**src/ring_buffer_fifo_defines.svh**
```systemverilog
// Assertion macros used by the ring buffer FIFO module.
`ifndef RING_BUFFER_FIFO_DEFINES_SVH
`define RING_BUFFER_FIFO_DEFINES_SVH

// Clocked property on clk, switched off while rst is high.
`define RBF_ASSERT(name, prop, msg) \
  name: assert property (@(posedge clk) disable iff (rst) prop) else $error(msg);

// Invariant that must hold at every clock edge outside reset.
`define RBF_CHECK(name, cond, msg) \
  `RBF_ASSERT(name, (cond), msg)

`endif

```
**src/rbf_pkg.sv**
```systemverilog
package rbf_pkg;

  localparam int DEPTH      = 16;
  localparam int DATA_WIDTH = 32;

  localparam int PTR_W = $clog2(DEPTH);
  localparam int CNT_W = $clog2(DEPTH + 1);
  localparam int CAP_W = 5;
  localparam int CMP_W = (CAP_W > CNT_W) ? CAP_W : CNT_W;

  localparam logic [CAP_W-1:0] CAP_RESET = CAP_W'(16);

  typedef enum logic [1:0] {
    KIND_PUSH  = 2'd0,
    KIND_POP   = 2'd1,
    KIND_PEEK  = 2'd2,
    KIND_CLEAR = 2'd3
  } kind_t;

  typedef enum logic [1:0] {
    ST_OK        = 2'd0,
    ST_OVERFLOW  = 2'd1,
    ST_UNDERFLOW = 2'd2
  } status_t;

endpackage

```
**src/rbf_ram.sv**
```systemverilog
// Simple dual-port RAM: one write port, one read port with registered data.
module rbf_ram #(
  parameter int DEPTH = 16,
  parameter int WIDTH = 32
) (
  input  logic                     clk,
  input  logic                     we,
  input  logic [$clog2(DEPTH)-1:0] waddr,
  input  logic [WIDTH-1:0]         wdata,
  input  logic                     re,
  input  logic [$clog2(DEPTH)-1:0] raddr,
  output logic [WIDTH-1:0]         rdata
);

  logic [WIDTH-1:0] mem [DEPTH];

  always_ff @(posedge clk) begin
    if (we) begin
      mem[waddr] <= wdata;
    end
  end

  always_ff @(posedge clk) begin
    if (re) begin
      rdata <= mem[raddr];
    end
  end

endmodule

```
**src/ring_buffer_fifo.sv**
```systemverilog
// Channel     Handshake                 Payload
// ----------  ------------------------  ---------------------------------------------
// command     start / busy              kind, data_in
// result      done (one-cycle strobe)   data_out, status, fill_count, is_empty, is_full
// config      cfg_valid / cfg_ready     cfg_data (capacity_in_use)
//
// A command is taken on any edge with start high; busy stays low, so one command
// enters every cycle. Its result strobes on done in the very next cycle: the
// storage RAM registers its read data and the pointers, count and flags
// are settled at the accept edge. Reset (rst, synchronous) empties the ring and
// loads a capacity of 16; the stored words stay undefined until pushed. The
// receiver cannot stall, so nothing here ever holds a result back.
`include "ring_buffer_fifo_defines.svh"

module ring_buffer_fifo import rbf_pkg::*; (
  input  logic                  clk,
  input  logic                  rst,
  input  logic                  start,
  output logic                  busy,
  input  logic [1:0]            kind,
  input  logic [DATA_WIDTH-1:0] data_in,
  input  logic                  cfg_valid,
  output logic                  cfg_ready,
  input  logic [CAP_W-1:0]      cfg_data,
  output logic                  done,
  output logic [DATA_WIDTH-1:0] data_out,
  output logic [1:0]            status,
  output logic [CNT_W-1:0]      fill_count,
  output logic                  is_empty,
  output logic                  is_full
);

  // Step a pointer, wrapping to zero at the configured capacity.
  function automatic logic [PTR_W-1:0] advance(input logic [PTR_W-1:0] ptr,
                                               input logic [CNT_W-1:0] cap);
    logic [CNT_W-1:0] n;
    n = CNT_W'(ptr) + CNT_W'(1);
    return (n >= cap) ? '0 : PTR_W'(n);
  endfunction

  // Control state
  logic [PTR_W-1:0] wr_ptr, wr_ptr_next;
  logic [PTR_W-1:0] rd_ptr, rd_ptr_next;
  logic [CNT_W-1:0] count, count_next;
  logic [CAP_W-1:0] cap_reg;
  logic             rd_ok, rd_ok_next;

  // Result registers
  status_t          status_r, status_next;
  logic [CNT_W-1:0] fill_r;
  logic             empty_r, full_r;

  logic                  accept;
  logic [CMP_W-1:0]      cap_ext;
  logic [CNT_W-1:0]      eff_cap;
  logic                  full_now;
  logic                  mem_we;
  logic [DATA_WIDTH-1:0] mem_q;

  assign accept    = start && !busy;
  assign busy      = 1'b0;
  assign cfg_ready = 1'b1;

  // Clamp the programmed capacity into 1..DEPTH.
  always_comb begin
    cap_ext = CMP_W'(cap_reg);
    if (cap_ext == '0) begin
      eff_cap = CNT_W'(1);
    end else if (cap_ext > CMP_W'(DEPTH)) begin
      eff_cap = CNT_W'(DEPTH);
    end else begin
      eff_cap = CNT_W'(cap_ext);
    end
  end

  assign full_now = (count >= eff_cap);

  // Decode the transaction; an error leaves every pointer and the count alone.
  always_comb begin
    wr_ptr_next = wr_ptr;
    rd_ptr_next = rd_ptr;
    count_next  = count;
    status_next = ST_OK;
    rd_ok_next  = 1'b0;
    mem_we      = 1'b0;
    if (accept) begin
      case (kind_t'(kind))
        KIND_PUSH: begin
          if (full_now) begin
            status_next = ST_OVERFLOW;
          end else begin
            mem_we      = 1'b1;
            wr_ptr_next = advance(wr_ptr, eff_cap);
            count_next  = count + CNT_W'(1);
          end
        end
        KIND_POP, KIND_PEEK: begin
          if (count == '0) begin
            status_next = ST_UNDERFLOW;
          end else begin
            rd_ok_next = 1'b1;
            // Pop consumes the head; peek only looks at it.
            if (kind_t'(kind) == KIND_POP) begin
              rd_ptr_next = advance(rd_ptr, eff_cap);
              count_next  = count - CNT_W'(1);
            end
          end
        end
        KIND_CLEAR: begin
          wr_ptr_next = '0;
          rd_ptr_next = '0;
          count_next  = '0;
        end
        default: begin
        end
      endcase
    end
  end

  // Head word is read on every accept; the RAM returns it with the result strobe.
  rbf_ram #(
    .DEPTH (DEPTH),
    .WIDTH (DATA_WIDTH)
  ) u_ram (
    .clk   (clk),
    .we    (mem_we),
    .waddr (wr_ptr),
    .wdata (data_in),
    .re    (accept),
    .raddr (rd_ptr),
    .rdata (mem_q)
  );

  always_ff @(posedge clk) begin
    if (rst) begin
      wr_ptr  <= '0;
      rd_ptr  <= '0;
      count   <= '0;
      cap_reg <= CAP_RESET;
      done    <= 1'b0;
      rd_ok   <= 1'b0;
    end else begin
      wr_ptr <= wr_ptr_next;
      rd_ptr <= rd_ptr_next;
      count  <= count_next;
      done   <= accept;
      rd_ok  <= rd_ok_next;
      if (cfg_valid && cfg_ready) begin
        cap_reg <= cfg_data;
      end
    end
  end

  // Result payload: capture the post-operation view at the accept edge.
  always_ff @(posedge clk) begin
    if (accept) begin
      status_r <= status_next;
      fill_r   <= count_next;
      empty_r  <= (count_next == '0);
      full_r   <= (count_next >= eff_cap);
    end
  end

  // Drop the RAM word unless this transaction was a successful pop or peek.
  assign data_out   = rd_ok ? mem_q : '0;
  assign status     = status_r;
  assign fill_count = fill_r;
  assign is_empty   = empty_r;
  assign is_full    = full_r;

  `RBF_ASSERT(a_result_follows, accept |=> done, "accepted command produced no result")
  `RBF_ASSERT(a_no_stray_result, !accept |=> !done, "result strobe without a command")
  `RBF_CHECK(a_count_bound, count <= CNT_W'(DEPTH), "entry count beyond ring depth")
  `RBF_ASSERT(a_overflow_holds,
    (accept && kind == KIND_PUSH && full_now) |=> (count == $past(count) && wr_ptr == $past(wr_ptr)),
    "overflowing push changed the ring")
  `RBF_CHECK(a_flags_exclusive, !(done && is_empty && is_full), "ring reported empty and full")

endmodule
```
**config.mk**
```make
export PLATFORM = sky130hd
export DESIGN_NAME = ring_buffer_fifo
export DESIGN_NICKNAME = d
export VERILOG_FILES = /design/src/rbf_pkg.sv /design/src/rbf_ram.sv /design/src/ring_buffer_fifo.sv
export VERILOG_INCLUDE_DIRS = /design/src /design/src/src
export SDC_FILE = /design/constraint.sdc
export NUM_CORES = 1
export LEC_CHECK = 0
export ABC_AREA = 1
export BUFFER_PORTS_ARGS = -buffer_cell sky130_fd_sc_hd__buf_2
export CAP_MARGIN = 20
export CORE_MARGIN = 8
export CORE_UTILIZATION = 40
export DETAILED_ROUTE_END_ITERATION = 12
export SETUP_SLACK_MARGIN = 0.15
export SYNTH_ARGS = -nofsm -noshare
export SYNTH_HDL_FRONTEND = slang
export SYNTH_SLANG_ARGS = --single-unit
```
**constraint.sdc**
```tcl
create_clock -name clk -period 6.7 [get_ports clk]
set_input_delay 1.34 -clock clk [delete_from_list [all_inputs] [get_ports clk]]
set_output_delay 1.34 -clock clk [all_outputs]
set_load 0.03 [all_outputs]
```
==> run summary <==
count of cell types in the netlist: 35
Nets: 1813
fill cell count: 5030
via/cell ratio: 5.372
CP peak stage delay: 740 ps
H-tree depth: 2
fin area: 0.02654 sq mm
skew final: 13.09 ps
Clock Tree Root: clkbuf_16
Max-cap violations: 0
clock buffer depth: 3
WHS Path Cells: 2
status: completed
io pins: 87
vias post-DR: 13700
post-DR wirelength/cell: 21.18 um
total track usage: 15.95%
fin crit share: 58.81%
Hold WC Path Type: reg -> reg
syn nets: 1743
first-pass GRT wire length: 83360 um
initial drt markers: 1203
YS warnings: 0
Worst setup EP type: register
Site Rows: 88
kind of critical path: reg -> reg
VDD IR max: 190.2 uV
antenna violations before repair: 0
antenna viol nets, final: 0
Syn Inst Count: 1668
Layout area overhead: 14.10%
CTS tree: built
max_slew headroom: 31.70%
hold_sp: cap_ext[3]
crit path DAT: 4260 ps
Final Core Density: 46.09%
Seq cells post-synth: 573
Slew @ Worst Pin: 1024 ps
fraction of layout cells with a size suffix above 1: 12.65%
Remaining DRCs: 0
Hold Slack: 528.9 ps
Cell Area, Synth: 0.02326 sq mm
Req. time, crit path: 7020 ps
overall routed net length: 54040 um
clock buffer count from CTS: 59
pwr dens: 290.1 mW/mm^2
critical-path cell list: or4_1 -> o21ai_0 -> ha_1 -> inv_1 -> nand2_1 -> nand2_1 -> nor2_1 -> nor2_1 -> nand2_1 -> nor2_2 -> nand2_1 -> nor2_4 -> buf_16
number of global-route vias before repair: 13690
min Tclk post-route: 3941 ps
TritonRoute pass-1 iters: 5
worst-path fanout max: 20
flop2flop setup slack: 2760 ps
final RePlAce weighted congestion: 0.7938
post-CTS setup buffer count: 0
gr ovfl total: 0
Skew-Pair Late Insertion Delay: 610 ps
fmax: 253.8 MHz
CP Launch Type: register
Final Hold Vio Count: 0
worst min-delay path endpoint: cap_ext[3]
Reg2Reg Depth: 13
Static Leak: 8.976 nW
clock sinks: 573
commonest cells after routing, fill and taps aside: edfxtp_1, nor2_1, nand2_1
RSZ-0062 raised after global routing: false
dpl cells: 2439
reg2reg end: u_ram.mem[10][2]
Die Ht: 257.2 um
Die X: 257.2 um
I/O Buffers: 84
# resized after CTS: 0
DP HPWL: 30890 um
Starting Density: 40.40%
RR Startpoint: cap_ext[0]
syn avg cell area: 13.95 sq um
placed cell area: 0.02456 sq mm
largest net degree at the start of global routing: 98
clock-pin transition on the worst setup and hold timing paths: 60 ps
area of the die: 0.06613 sq mm
final cell count without fillers: 2551
register area share after synthesis: 73.11%
CP most frequent cell: nand2_1
Sum Neg Setup Slack: 0 ps
Core ar.: 0.05759 sq mm
hold-fix buffers at CTS: 0
CP max stage cell: nor2_4
Pins Over Slew Limit: 0
# setup viols final: 0
antenna cells: 0
most common cell after layout, fill and taps aside: edfxtp_1
-- sequential cells by signal, indices dropped and copies added, names as in the netlist, 2 cells and up --
register / count
rd_ptr: 4
status: 2
wr_ptr: 4
fill_count: 5
u_ram.mem: 512
cap_ext: 5
count: 5
u_ram.rdata: 32
-- power breakdown --
| part | switching, mW | leakage [nW] | total (mW) | internal (mW) |
|---|---|---|---|---|
| logic | 0.311 | 2.86 | 0.446 | 0.136 |
| clock network | 1.33 | 0.934 | 3.24 | 1.91 |
| registers | 0.0385 | 5.18 | 4.01 | 3.97 |
| total | 1.68 | 8.98 | 7.70 | 6.02 |
-- final cells by class --
| type | instances | area, sq um | share of cell area, % |
|---|---|---|---|
| sequential | 573 | 17020 | 64.13 |
| multi-input combinational | 911 | 5525 | 20.82 |
| clock buffer | 75 | 1558 | 5.869 |
| tap | 765 | 957.2 | 3.606 |
| timing repair buffer | 112 | 818.3 | 3.083 |
| clock inverter | 34 | 356.6 | 1.344 |
| inverter | 81 | 306.5 | 1.155 |
-- per-layer routing --
| layer | vias to the layer above | global-route usage, % | routed length, um |
|---|---|---|---|
| met5 | - | 0 | 0 |
| met3 | 75 | 2.505 | 3106 |
| met2 | 403 | 26.46 | 25890 |
| met4 | 0 | 4.289 | 1045 |
| met1 | 6820 | 21.71 | 23990 |
| li1 | 6405 | - | - |
-- worst max-delay path by stage --
stage	from	endpoint	slack, ps	cells past startpoint
6_report	cap_ext[0]	u_ram.mem[10][2]	2760	13
5_1_grt	cap_ext[0]	u_ram.mem[3][17]	2440	13
4_1_cts	cap_ext[0]	u_ram.mem[9][23]	2570	12
3_5_place_dp	start	u_ram.mem[9][11]	2310	6
3_3_place_gp	start	u_ram.mem[10][16]	2340	6
2_1_floorplan	cap_ext[0]	u_ram.mem[3][0]	1970	12
-- stage by stage --
step,total power [mW],worst slack (ps)
finish,7.701,2759
detailed placement,4.540,2306
global route,7.959,2437
global placement,4.530,2337
floorplan,4.377,1974
CTS,7.778,2573
-- kinds of logic after synthesis --
family / after synthesis / synth area share [%]
AO/OA/AOI/OAI: 313 / 9.015
XOR/XNOR: 6 / 0.2259
adder cells (fa/ha/maj): 32 / 1.721
buffers and inverters: 184 / 3.614
flip-flops: 573 / 73.11
multiplexers: 103 / 4.432
other: 2 / 0.03228
AND/OR/NAND/NOR: 455 / 7.853
-- critical path: cells and delay by family, from the launching register on --
kind	cells	cell delay, ps
AND/OR/NAND/NOR	9	2250
AO/OA/AOI/OAI	1	460
adder cells (fa/ha/maj)	1	330
flip-flops	1	320
buffers and inverters	2	280
-- Yosys cell counts --
| library cell | count | area [sq um] |
|---|---|---|
| nand4_1 | 8 | 50.05 |
| nand2_1 | 147 | 551.8 |
| clkbuf_1 | 66 | 247.7 |
| or4_1 | 1 | 7.510 |
| or2_1 | 1 | 6.260 |
| edfxtp_1 | 553 | 16610 |
| nor3b_1 | 1 | 7.510 |
| inv_2 | 9 | 33.78 |
| o211ai_1 | 20 | 150.1 |
| buf_1 | 3 | 11.26 |
| nor2_2 | 1 | 6.260 |
| o32ai_1 | 20 | 175.2 |
| inv_1 | 70 | 262.8 |
| ha_1 | 32 | 400.4 |
| mux2i_1 | 103 | 1031 |
| inv_4 | 1 | 6.260 |
| xor2_1 | 5 | 43.79 |
| clkinv_1 | 1 | 3.750 |
| dfxtp_1 | 20 | 400.4 |
| a21oi_1 | 15 | 75.07 |
| nor2_1 | 227 | 852.1 |
| o2111ai_1 | 2 | 17.52 |
| xnor2_1 | 1 | 8.760 |
| buf_4 | 6 | 45.04 |
| buf_2 | 15 | 75.07 |
| nor3_1 | 14 | 70.07 |
| o221ai_1 | 103 | 902.1 |
| buf_6 | 12 | 135.1 |
| buf_12 | 1 | 20.02 |
| conb_1 | 2 | 7.510 |
| o21ai_0 | 137 | 685.7 |
| nand3_1 | 55 | 275.3 |
| o21ai_1 | 9 | 45.04 |
| o21bai_1 | 2 | 15.01 |
| o22ai_1 | 5 | 31.28 |
Power figures use the tool's default switching activity.
